--- config.mk ---
export PLATFORM = sky130hd
export DESIGN_NAME = paren_expression_evaluator_top_flat
export DESIGN_NICKNAME = d
export VERILOG_FILES = /design/src/design/pee_pkg.sv /design/src/design/pee_if.sv /design/src/design/pee_front.sv /design/src/design/pee_queue.sv /design/src/design/pee_div.sv /design/src/design/pee_back.sv /design/src/design/paren_expression_evaluator_top.sv /design/src/flat_wrapper.sv
export SDC_FILE = /design/constraint.sdc
export NUM_CORES = 2
export LEC_CHECK = 0
export BUFFER_PORTS_ARGS = -buffer_cell sky130_fd_sc_hd__buf_4
export CORE_MARGIN = 4
export CORE_UTILIZATION = 50
export CTS_BUF_LIST = sky130_fd_sc_hd__clkbuf_16
export CTS_CLUSTER_SIZE = 12
export DETAILED_ROUTE_END_ITERATION = 7
export PLACE_DENSITY = 0.68
export SLEW_MARGIN = 10
export SYNTH_ARGS = -nofsm -noshare
export SYNTH_HDL_FRONTEND = slang
export SYNTH_HIERARCHICAL = 1
export SYNTH_SLANG_ARGS = --single-unit
--- constraint.sdc ---
create_clock -name clk -period 8 [get_ports clk]
set_clock_uncertainty 0.05 [all_clocks]
set_input_delay 0 -clock clk [delete_from_list [all_inputs] [get_ports clk]]
set_output_delay 0 -clock clk [all_outputs]
set_load 0.05 [all_outputs]
--- src/design/pee_pkg.sv ---
// ----------------------------------------------------------------------------
// pee_pkg
// Shared types, codes and the character classifier for the expression
// evaluator.
// ----------------------------------------------------------------------------
package pee_pkg;

	localparam int NUM_DEPTH = 16;
	localparam int NUM_AW    = (NUM_DEPTH > 1) ? $clog2(NUM_DEPTH) : 1;
	localparam int NUM_CW    = $clog2(NUM_DEPTH + 1);
	localparam int OPR_DEPTH = 16;
	localparam int OPR_AW    = (OPR_DEPTH > 1) ? $clog2(OPR_DEPTH) : 1;
	localparam int OPR_CW    = $clog2(OPR_DEPTH + 1);
	localparam int PAREN_W   = 5;
	localparam logic [PAREN_W-1:0] PAREN_MAX = 5'd31;

	localparam logic signed [31:0] ERROR_VALUE = 32'sd100000;
	localparam logic [7:0] DIGIT_BASE = 8'h30;
	localparam logic [7:0] DIGIT_LAST = 8'h39;
	localparam logic [7:0] CH_OPEN    = 8'h28;
	localparam logic [7:0] CH_CLOSE   = 8'h29;
	localparam logic [7:0] CH_ADD     = 8'h2b;
	localparam logic [7:0] CH_SUB     = 8'h2d;
	localparam logic [7:0] CH_MUL     = 8'h2a;
	localparam logic [7:0] CH_DIV     = 8'h2f;
	localparam logic [7:0] CH_MOD     = 8'h25;

	// command kinds
	localparam logic [2:0] K_SKIP  = 3'd0;
	localparam logic [2:0] K_DIGIT = 3'd1;
	localparam logic [2:0] K_OPEN  = 3'd2;
	localparam logic [2:0] K_CLOSE = 3'd3;
	localparam logic [2:0] K_OPER  = 3'd4;

	// operator codes
	localparam logic [2:0] OP_ADD = 3'd0;
	localparam logic [2:0] OP_SUB = 3'd1;
	localparam logic [2:0] OP_MUL = 3'd2;
	localparam logic [2:0] OP_DIV = 3'd3;
	localparam logic [2:0] OP_MOD = 3'd4;

	// status codes
	localparam logic [2:0] ST_OK        = 3'd0;
	localparam logic [2:0] ST_UNMATCHED = 3'd1;
	localparam logic [2:0] ST_EMPTY     = 3'd2;
	localparam logic [2:0] ST_UNDERFLOW = 3'd3;
	localparam logic [2:0] ST_OVERFLOW  = 3'd4;
	localparam logic [2:0] ST_DIVZERO   = 3'd5;

	typedef struct packed {
		logic [2:0] kind;
		logic [3:0] arg;   // digit value or operator code
		logic       last;
	} cmd_t;

	typedef struct packed {
		logic        done;
		logic [31:0] quo;
		logic [31:0] rem;
	} div_res_t;

	function automatic cmd_t classify(input logic [7:0] ch, input logic last);
		cmd_t c;
		c.kind = K_SKIP;
		c.arg  = 4'd0;
		c.last = last;
		if (ch >= DIGIT_BASE && ch <= DIGIT_LAST) begin
			c.kind = K_DIGIT;
			c.arg  = 4'(ch - DIGIT_BASE);
		end else begin
			case (ch)
				CH_OPEN:  c.kind = K_OPEN;
				CH_CLOSE: c.kind = K_CLOSE;
				CH_ADD: begin
					c.kind = K_OPER;
					c.arg  = {1'b0, OP_ADD};
				end
				CH_SUB: begin
					c.kind = K_OPER;
					c.arg  = {1'b0, OP_SUB};
				end
				CH_MUL: begin
					c.kind = K_OPER;
					c.arg  = {1'b0, OP_MUL};
				end
				CH_DIV: begin
					c.kind = K_OPER;
					c.arg  = {1'b0, OP_DIV};
				end
				CH_MOD: begin
					c.kind = K_OPER;
					c.arg  = {1'b0, OP_MOD};
				end
				default: c.kind = K_SKIP;
			endcase
		end
		return c;
	endfunction

endpackage

--- src/design/pee_if.sv ---
// ----------------------------------------------------------------------------
// pee_if
// Valid/ready channels for expression characters and results.
// ----------------------------------------------------------------------------
interface pee_in_if;
	logic       valid;
	logic       ready;
	logic [7:0] char_code;
	logic       end_of_expr;

	modport source (output valid, output char_code, output end_of_expr, input ready);
	modport sink (input valid, input char_code, input end_of_expr, output ready);
endinterface

interface pee_out_if;
	logic               valid;
	logic               ready;
	logic signed [31:0] value;
	logic [2:0]         status;

	modport source (output valid, output value, output status, input ready);
	modport sink (input valid, input value, input status, output ready);
endinterface

--- src/design/pee_front.sv ---
// ----------------------------------------------------------------------------
// pee_front
// Accepts characters, classifies them into commands and holds one in a stage
// register until the queue takes it.
// ----------------------------------------------------------------------------
module pee_front
	import pee_pkg::*;
(
	input  logic       clk,
	input  logic       arst_n,
	pee_in_if.sink     expr,
	output logic       cmd_valid,
	input  logic       cmd_ready,
	output cmd_t       cmd
);

	logic valid_s1;
	cmd_t cmd_s1;

	assign expr.ready = !valid_s1 || cmd_ready;
	assign cmd_valid  = valid_s1;
	assign cmd        = cmd_s1;

	always_ff @(posedge clk or negedge arst_n) begin
		if (!arst_n) begin
			valid_s1 <= 1'b0;
		end else if (expr.ready) begin
			valid_s1 <= expr.valid;
		end
	end

	always_ff @(posedge clk) begin
		if (expr.ready && expr.valid) begin
			cmd_s1 <= classify(expr.char_code, expr.end_of_expr);
		end
	end

endmodule

--- src/design/pee_queue.sv ---
// ----------------------------------------------------------------------------
// pee_queue
// Small command queue between the classifier and the execution unit.
// ----------------------------------------------------------------------------
module pee_queue
	import pee_pkg::*;
(
	input  logic clk,
	input  logic arst_n,
	input  logic push_valid,
	output logic push_ready,
	input  cmd_t push_cmd,
	output logic pop_valid,
	input  logic pop_ready,
	output cmd_t pop_cmd
);

	localparam int QD = 4;
	localparam int QAW = $clog2(QD);

	cmd_t           slot_q [QD];
	logic [QAW-1:0] wr_q;
	logic [QAW-1:0] rd_q;
	logic [QAW:0]   fill_q;
	logic           do_push;
	logic           do_pop;

	assign push_ready = (fill_q != (QAW+1)'(QD));
	assign pop_valid  = (fill_q != '0);
	assign pop_cmd    = slot_q[rd_q];
	assign do_push    = push_valid && push_ready;
	assign do_pop     = pop_valid && pop_ready;

	always_ff @(posedge clk or negedge arst_n) begin
		if (!arst_n) begin
			wr_q   <= '0;
			rd_q   <= '0;
			fill_q <= '0;
		end else begin
			if (do_push) begin
				wr_q <= wr_q + QAW'(1);
			end
			if (do_pop) begin
				rd_q <= rd_q + QAW'(1);
			end
			if (do_push && !do_pop) begin
				fill_q <= fill_q + (QAW+1)'(1);
			end else if (do_pop && !do_push) begin
				fill_q <= fill_q - (QAW+1)'(1);
			end
		end
	end

	always_ff @(posedge clk) begin
		if (do_push) begin
			slot_q[wr_q] <= push_cmd;
		end
	end

endmodule

--- src/design/pee_div.sv ---
// ----------------------------------------------------------------------------
// pee_div
// Signed 32-bit divider, one quotient bit per cycle, truncating toward zero.
// ----------------------------------------------------------------------------
module pee_div
	import pee_pkg::*;
(
	input  logic        clk,
	input  logic        arst_n,
	input  logic        start,
	input  logic [31:0] dividend,
	input  logic [31:0] divisor,
	output div_res_t    res
);

	logic        busy_q;
	logic        fix_q;
	logic [5:0]  cnt_q;
	logic [31:0] quo_q;
	logic [31:0] rem_q;
	logic [31:0] den_q;
	logic        negq_q;
	logic        negr_q;
	logic        done_q;
	logic [31:0] qout_q;
	logic [31:0] rout_q;
	logic [32:0] rem_sh;
	logic [32:0] diff;

	assign rem_sh = {rem_q, quo_q[31]};
	assign diff   = rem_sh - {1'b0, den_q};
	assign res    = '{done: done_q, quo: qout_q, rem: rout_q};

	always_ff @(posedge clk or negedge arst_n) begin
		if (!arst_n) begin
			busy_q <= 1'b0;
			fix_q  <= 1'b0;
			done_q <= 1'b0;
			cnt_q  <= '0;
		end else begin
			done_q <= fix_q;
			fix_q  <= !start && busy_q && (cnt_q == 6'd1);
			if (start) begin
				busy_q <= 1'b1;
				cnt_q  <= 6'd32;
			end else if (busy_q) begin
				cnt_q <= cnt_q - 6'd1;
				if (cnt_q == 6'd1) begin
					busy_q <= 1'b0;
				end
			end
		end
	end

	always_ff @(posedge clk) begin
		if (start) begin
			negq_q <= dividend[31] ^ divisor[31];
			negr_q <= dividend[31];
			quo_q  <= dividend[31] ? (32'd0 - dividend) : dividend;
			den_q  <= divisor[31] ? (32'd0 - divisor) : divisor;
			rem_q  <= '0;
		end else if (busy_q) begin
			// restoring step
			if (!diff[32]) begin
				rem_q <= diff[31:0];
				quo_q <= {quo_q[30:0], 1'b1};
			end else begin
				rem_q <= rem_sh[31:0];
				quo_q <= {quo_q[30:0], 1'b0};
			end
		end
		if (fix_q) begin
			qout_q <= negq_q ? (32'd0 - quo_q) : quo_q;
			rout_q <= negr_q ? (32'd0 - rem_q) : rem_q;
		end
	end

endmodule

--- src/design/pee_back.sv ---
// ----------------------------------------------------------------------------
// pee_back
// Execution unit: number and operator stacks, error tracking, arithmetic and
// the result register.
// ----------------------------------------------------------------------------
module pee_back
	import pee_pkg::*;
(
	input  logic   clk,
	input  logic   arst_n,
	input  logic   cmd_valid,
	output logic   cmd_ready,
	input  cmd_t   cmd,
	pee_out_if.source result
);

	localparam logic [2:0] S_IDLE = 3'd0;
	localparam logic [2:0] S_RD   = 3'd1;
	localparam logic [2:0] S_DIV  = 3'd2;
	localparam logic [2:0] S_WB   = 3'd3;
	localparam logic [2:0] S_FRD  = 3'd4;
	localparam logic [2:0] S_FOUT = 3'd5;

	logic [2:0]         state_q;
	logic [NUM_CW-1:0]  ncnt_q;
	logic [OPR_CW-1:0]  ocnt_q;
	logic [PAREN_W-1:0] paren_q;
	logic [2:0]         err_q;
	logic               last_q;
	logic [31:0]        res_q;

	logic [31:0]        num_mem [NUM_DEPTH];
	logic [2:0]         opr_mem [OPR_DEPTH];
	logic [31:0]        top_q;
	logic [31:0]        nxt_q;
	logic [2:0]         opr_q;

	logic               out_v_q;
	logic signed [31:0] out_value_q;
	logic [2:0]         out_status_q;

	logic               num_we;
	logic [NUM_AW-1:0]  num_wa;
	logic [31:0]        num_wd;
	logic               opr_we;
	logic [NUM_AW-1:0]  top_a;
	logic [NUM_AW-1:0]  nxt_a;
	logic [OPR_AW-1:0]  opr_a;
	logic               take;
	logic               close_go;
	logic               div_start;
	div_res_t           div_res;
	logic               out_free;

	assign top_a     = NUM_AW'(ncnt_q - NUM_CW'(1));
	assign nxt_a     = NUM_AW'(ncnt_q - NUM_CW'(2));
	assign opr_a     = OPR_AW'(ocnt_q - OPR_CW'(1));
	assign cmd_ready = (state_q == S_IDLE);
	assign take      = cmd_valid && cmd_ready;
	assign close_go  = take && err_q == ST_OK && cmd.kind == K_CLOSE && paren_q != '0
		&& ncnt_q >= NUM_CW'(2) && ocnt_q != '0;
	assign out_free  = !out_v_q || result.ready;
	assign div_start = (state_q == S_RD) && (opr_q == OP_DIV || opr_q == OP_MOD)
		&& (top_q != 32'd0);

	assign result.valid  = out_v_q;
	assign result.value  = out_value_q;
	assign result.status = out_status_q;

	pee_div u_div (
		.clk      (clk),
		.arst_n   (arst_n),
		.start    (div_start),
		.dividend (nxt_q),
		.divisor  (top_q),
		.res      (div_res)
	);

	// stack write port selection
	always_comb begin
		num_we = 1'b0;
		num_wa = ncnt_q[NUM_AW-1:0];
		num_wd = {28'd0, cmd.arg};
		opr_we = 1'b0;
		if (take && err_q == ST_OK) begin
			if (cmd.kind == K_DIGIT && ncnt_q < NUM_CW'(NUM_DEPTH)) begin
				num_we = 1'b1;
			end
			if (cmd.kind == K_OPER && ocnt_q < OPR_CW'(OPR_DEPTH)) begin
				opr_we = 1'b1;
			end
		end
		if (state_q == S_WB) begin
			num_we = 1'b1;
			num_wa = nxt_a;
			num_wd = res_q;
		end
	end

	always_ff @(posedge clk) begin
		if (num_we) begin
			num_mem[num_wa] <= num_wd;
		end
		if (opr_we) begin
			opr_mem[ocnt_q[OPR_AW-1:0]] <= cmd.arg[2:0];
		end
		top_q <= num_mem[top_a];
		nxt_q <= num_mem[nxt_a];
		opr_q <= opr_mem[opr_a];
	end

	always_ff @(posedge clk or negedge arst_n) begin
		if (!arst_n) begin
			state_q      <= S_IDLE;
			ncnt_q       <= '0;
			ocnt_q       <= '0;
			paren_q      <= '0;
			err_q        <= ST_OK;
			last_q       <= 1'b0;
			res_q        <= '0;
			out_v_q      <= 1'b0;
			out_value_q  <= '0;
			out_status_q <= ST_OK;
		end else begin
			if (state_q == S_FOUT && out_free) begin
				out_v_q <= 1'b1;
			end else if (result.ready) begin
				out_v_q <= 1'b0;
			end
			unique case (state_q)
				S_IDLE: begin
					if (take) begin
						last_q <= cmd.last;
						if (close_go) begin
							state_q <= S_RD;
						end else if (cmd.last) begin
							state_q <= S_FRD;
						end
						if (err_q == ST_OK) begin
							case (cmd.kind)
								K_DIGIT: begin
									if (num_we) begin
										ncnt_q <= ncnt_q + NUM_CW'(1);
									end else begin
										err_q <= ST_OVERFLOW;
									end
								end
								K_OPER: begin
									if (opr_we) begin
										ocnt_q <= ocnt_q + OPR_CW'(1);
									end else begin
										err_q <= ST_OVERFLOW;
									end
								end
								K_OPEN: begin
									if (paren_q >= PAREN_MAX) begin
										err_q <= ST_OVERFLOW;
									end else begin
										paren_q <= paren_q + PAREN_W'(1);
									end
								end
								K_CLOSE: begin
									if (paren_q == '0) begin
										err_q <= ST_UNMATCHED;
									end else if (ncnt_q < NUM_CW'(2) || ocnt_q == '0) begin
										err_q <= ST_UNDERFLOW;
									end
								end
								default: begin
								end
							endcase
						end
					end
				end
				S_RD: begin
					case (opr_q)
						OP_ADD: res_q <= nxt_q + top_q;
						OP_SUB: res_q <= nxt_q - top_q;
						OP_MUL: res_q <= 32'(nxt_q * top_q);
						default: begin
						end
					endcase
					if ((opr_q == OP_DIV || opr_q == OP_MOD) && top_q == 32'd0) begin
						err_q   <= ST_DIVZERO;
						state_q <= last_q ? S_FRD : S_IDLE;
					end else if (div_start) begin
						state_q <= S_DIV;
					end else begin
						state_q <= S_WB;
					end
				end
				S_DIV: begin
					if (div_res.done) begin
						res_q   <= (opr_q == OP_DIV) ? div_res.quo : div_res.rem;
						state_q <= S_WB;
					end
				end
				S_WB: begin
					ncnt_q  <= ncnt_q - NUM_CW'(1);
					ocnt_q  <= ocnt_q - OPR_CW'(1);
					paren_q <= paren_q - PAREN_W'(1);
					state_q <= last_q ? S_FRD : S_IDLE;
				end
				S_FRD: begin
					state_q <= S_FOUT;
				end
				S_FOUT: begin
					if (out_free) begin
						if (err_q != ST_OK) begin
							out_value_q  <= ERROR_VALUE;
							out_status_q <= err_q;
						end else if (ncnt_q == '0) begin
							out_value_q  <= ERROR_VALUE;
							out_status_q <= ST_EMPTY;
						end else begin
							out_value_q  <= top_q;
							out_status_q <= ST_OK;
						end
						ncnt_q  <= '0;
						ocnt_q  <= '0;
						paren_q <= '0;
						err_q   <= ST_OK;
						last_q  <= 1'b0;
						state_q <= S_IDLE;
					end
				end
				default: state_q <= S_IDLE;
			endcase
		end
	end

`ifndef SYNTH
	a_ncnt_bound: assert property (@(posedge clk) disable iff (!arst_n)
		ncnt_q <= NUM_CW'(NUM_DEPTH))
		else $error("number count beyond stack depth");
	a_ocnt_bound: assert property (@(posedge clk) disable iff (!arst_n)
		ocnt_q <= OPR_CW'(OPR_DEPTH))
		else $error("operator count beyond stack depth");
	a_wb_pop: assert property (@(posedge clk) disable iff (!arst_n)
		state_q == S_WB |=> ncnt_q == $past(ncnt_q) - NUM_CW'(1))
		else $error("writeback did not pop one number");
	a_div_done: assert property (@(posedge clk) disable iff (!arst_n)
		div_res.done |-> state_q == S_DIV)
		else $error("divider finished outside divide wait");
`endif

endmodule

--- src/design/paren_expression_evaluator_top.sv ---
// Execution: the unit takes a character while idle; a close paren with + - * then
// runs S_RD and S_WB, with / or % S_RD, S_DIV (32 divider steps plus setup and fix)
// and S_WB. The final character then runs S_FRD and S_FOUT, which reads the stack
// top into the result register and waits for the output. Throughput: one character
// per cycle while the unit is idle; a 4-entry queue lets input run ahead of execution.
// Reset clears counts, error status and all valid flags; the stacks need no clearing.
// ----------------------------------------------------------------------------
// paren_expression_evaluator_top
// Two-stack evaluator for fully parenthesized single-digit expressions.
// ----------------------------------------------------------------------------
module paren_expression_evaluator_top
	import pee_pkg::*;
(
	input  logic      clk,
	input  logic      arst_n,
	pee_in_if.sink    expr,
	pee_out_if.source result
);

	logic fr_valid;
	logic fr_ready;
	cmd_t fr_cmd;
	logic bk_valid;
	logic bk_ready;
	cmd_t bk_cmd;

	pee_front u_front (
		.clk       (clk),
		.arst_n    (arst_n),
		.expr      (expr),
		.cmd_valid (fr_valid),
		.cmd_ready (fr_ready),
		.cmd       (fr_cmd)
	);

	pee_queue u_queue (
		.clk        (clk),
		.arst_n     (arst_n),
		.push_valid (fr_valid),
		.push_ready (fr_ready),
		.push_cmd   (fr_cmd),
		.pop_valid  (bk_valid),
		.pop_ready  (bk_ready),
		.pop_cmd    (bk_cmd)
	);

	pee_back u_back (
		.clk       (clk),
		.arst_n    (arst_n),
		.cmd_valid (bk_valid),
		.cmd_ready (bk_ready),
		.cmd       (bk_cmd),
		.result    (result)
	);

endmodule

--- src/flat_wrapper.sv ---
// flat-port wrapper written by rule: the top's interface ports become plain ports
module paren_expression_evaluator_top_flat import pee_pkg::*;
  (clk, arst_n, expr_valid, expr_char_code, expr_end_of_expr, expr_ready, result_valid, result_value, result_status, result_ready);
  pee_in_if expr_i ();
  pee_out_if result_i ();
  input  logic clk;
  input  logic arst_n;
  input wire logic [$bits(expr_i.valid)-1:0] expr_valid;
  input wire logic [$bits(expr_i.char_code)-1:0] expr_char_code;
  input wire logic [$bits(expr_i.end_of_expr)-1:0] expr_end_of_expr;
  output wire logic [$bits(expr_i.ready)-1:0] expr_ready;
  output wire logic [$bits(result_i.valid)-1:0] result_valid;
  output wire logic [$bits(result_i.value)-1:0] result_value;
  output wire logic [$bits(result_i.status)-1:0] result_status;
  input wire logic [$bits(result_i.ready)-1:0] result_ready;
  assign expr_i.valid = expr_valid;
  assign expr_i.char_code = expr_char_code;
  assign expr_i.end_of_expr = expr_end_of_expr;
  assign expr_ready = expr_i.ready;
  assign result_valid = result_i.valid;
  assign result_value = result_i.value;
  assign result_status = result_i.status;
  assign result_i.ready = result_ready;
  paren_expression_evaluator_top u_core (.clk(clk), .arst_n(arst_n), .expr(expr_i), .result(result_i));
endmodule
==> impl_metrics.yaml <==
cts:
  cts_tree: "built"
  root_buffer: "clkbuf_16"
  clk_path_buf_depth: 3
  numCtsBuffers: 99
  clock_sinks: 936
  htree_levels: 3
  post_cts_buffers: 0
  insertion_delay_ps: 700
  cts.clk_slew.worst_paths_ps: 80
sta:
  rsz0062_at_grt: "false"
  setup_viol: 0
  fin_crit_sh_pct: 96.3
  setup_tns_ps: 0
  hold_viol_final: 0
  slew_violations: 0
  relSlewSlack_pct: 16.4
  min_period_ps: 7710
  worst_pin_slew_ps: 1240
  fmax_mhz: 130
detailed_routing:
  vias: 42000
  routed_via_density: 6.19
  wire_per_inst_um: 26.4
  drc: 0
  drtIter0Drc: 4911
  drt_wl_total_um: 179000
  ant_nets: 0
  firstDrtPassIters: 6
setup_path:
  crit_path_max_fanout: 21
  crit_required_ps: 8500
  r2r_start: "u_core/u_back/top_q[2]$_DFF_P_"
  crit_type: "reg2reg"
  setup.worst_path.end_class: "flip-flop"
  worstSetupStartpoint: "u_core/u_back/top_q[2]$_DFF_P_"
  r2r_setup_slack_ps: 290
  cp.arrival_ps: 8200
  r2r_cells: 23
  worstSetupStartpointType: "flip-flop"
  reg2reg_to: "u_core/u_back/res_q[30]$_DFFE_PN0P_"
  crit_end: "u_core/u_back/res_q[30]$_DFFE_PN0P_"
worst_hold_path:
  hp-class: "in2reg"
yosys:
  ys_types: 108
  synth-edff-count: 730
  syn_area_per_cell_sq_um: 12.4
  yosys.area.top_type_share_pct: 35.2
  synthArstFlopShare_pct: 11.4
  syn_inst: 5027
  syn-num-nets: 5665
  synthTopCellsByArea: "edfxtp_1, fa_1, mux4_2, dfrtp_1, ha_1"
  synth_ff_type: "edfxtp_1"
  synth_area_sq_mm: 0.0623
  synth.ff_latch_count: 936
  synth_top_area_cell: "edfxtp_1"
  seq_area_frac_synth_pct: 42.7
  yosys_warnings: 6
die:
  die-area_sq_mm: 0.130
  core_area_sq_mm: 0.124
  num_rows: 129
  die_x_um: 361
  chipHeight_um: 361
  boundaryPins: 50
  initial_core_util_pct: 50.4
global_route:
  track_usage_pct: 27.5
  use_met1_pct: 38.4
  met2_usage_pct: 42.5
  grt_max_degree: 133
  top_usage_layer: "met2"
  grt.overflow.total: 0
  grt_pass1_vias: 42100
  grtUsageMet3_pct: 6.24
  grt_first_pass_wirelength_um: 269000
  antenna_found_initial: 16
layout:
  syn_to_final_growth_pct: 9.79
  final_cell_area_sq_mm: 0.0684
  largest_reg_flops: 512
  regMostFlops: "u_core/u_back/num_mem"
  nNetsFinal: 5702
  drive_above_1_share_pct: 14.8
placed_design:
  port-buffer-count: 49
  dp_hpwl_um: 127000
  post_dp_cell_area_sq_mm: 0.0650
  place.gp.congestion: 0.991
status:
  status: "finished, final reports clean"
job:
  cap_viol_max_count: 0
[cells in the mapped netlist, types with 99 or more instances]
cell type,instances
a21oi_1,161
and2_1,354
clkbuf_1,240
dfrtp_1,107
dfxtp_1,99
edfxtp_1,730
fa_1,412
ha_1,213
inv_1,491
mux4_2,339
nand2_1,508
nor2_1,208
o21ai_0,156
xnor2_1,214
[per-layer routing]
metal	vias to the layer above	part of all wire, %	wire length, um
met2	2144	46	81800
met1	21600	40	71200
met4	6	4.2	7610
li1	17900	-	-
met3	371	10	18700
met5	-	0.023	42
[worst min path at each step]
stage,start,end,slack [ps],depth (start not counted)
floorplan,arst_n,u_core/u_back/err_q[0]$_DFFE_PN0P_,-350,0
global placement,arst_n,u_core/u_back/res_q[7]$_DFFE_PN0P_,20,1
detailed placement,arst_n,u_core/u_back/res_q[7]$_DFFE_PN0P_,10,1
CTS,expr_valid,u_core/u_front/cmd_valid$_DFFE_PN0N_,1,3
global route,expr_valid,u_core/u_front/cmd_valid$_DFFE_PN0N_,40,3
finish,expr_valid,u_core/u_front/cmd_valid$_DFFE_PN0N_,30,3
[area by class of cell]
class,count,area [sq um]
repair buffers,210,1720
well taps,1637,2050
diodes,7,17.5
clock inverters,85,567
inverters,494,1850
fillers,10200,55300
multi-input cells,3323,33000
flip-flops and latches,936,26600
clock buffers,101,2530
[cell usage in the layout, fill, tap and decap left out, types with 16 or more instances in the layout]
cell type	n
fa_1	412
a311oi_1	25
o31ai_1	37
xnor2_1	212
o21a_1	21
nand3_1	65
nor4_1	19
nand4_1	20
o41ai_1	24
and2_1	354
mux4_2	339
a21o_1	29
nor3_1	49
a21oi_1	160
nand2_1	508
mux2i_1	16
nand2b_1	36
buf_4	181
ha_1	211
clkbuf_16	101
or3_1	23
dlygate4sd3_1	22
nor2_4	17
nor2_1	190
clkinv_1	19
inv_1	532
nor2b_1	18
dfxtp_1	91
dfrtp_1	103
xor2_1	79
edfxtp_1	730
a22o_1	25
o21ai_0	156
[per-stage QoR]
step           std cells  setup slack [ps]  hold WS (ps)  util (%)
2_1_floorplan       5027               476          -346         -
3_3_place_gp        6577               341          19.7      52.5
3_5_place_dp        6577               264          10.9      52.6
4_1_cts             6786               220         0.964      55.3
5_1_grt             6786              11.0          35.8      55.3
6_report            6793               292          30.7      55.3
[worst max-delay path, stage by stage (launching register included)]
cell	delay, ps
dfxtp_2	620
buf_4	320
and2_1	190
fa_1	400
inv_1	80
fa_1	430
fa_1	500
fa_1	550
inv_1	50
fa_1	490
fa_1	480
fa_1	580
fa_1	440
ha_1	360
a21oi_1	160
nand2_1	80
o21bai_1	160
a21oi_1	170
o21ai_0	110
a211o_1	310
a21o_1	200
a21oi_1	240
mux2i_1	110
or4_1	470
[what timing repair did]
action / CTS / global route
endpoints found under the hold margin: 61 / 0
gates resized for setup: 0 / 9
hold buffers: 23 / 0
endpoints found under the setup margin: 0 / 5
[cell families after synthesis]
kind of cell | count (synthesis) | share of synthesized area, %
buffers and inverters | 768 | 4.69
adder cells (fa/ha/maj) | 625 | 17.5
flip-flops | 936 | 42.7
AND/OR/NAND/NOR | 1417 | 11.5
AO/OA/AOI/OAI | 622 | 6.63
XOR/XNOR | 296 | 4.16
multiplexers | 363 | 12.8
Power is not shown: default switching activity piles up to over one toggle a cycle in this logic, so the estimate is an artifact.
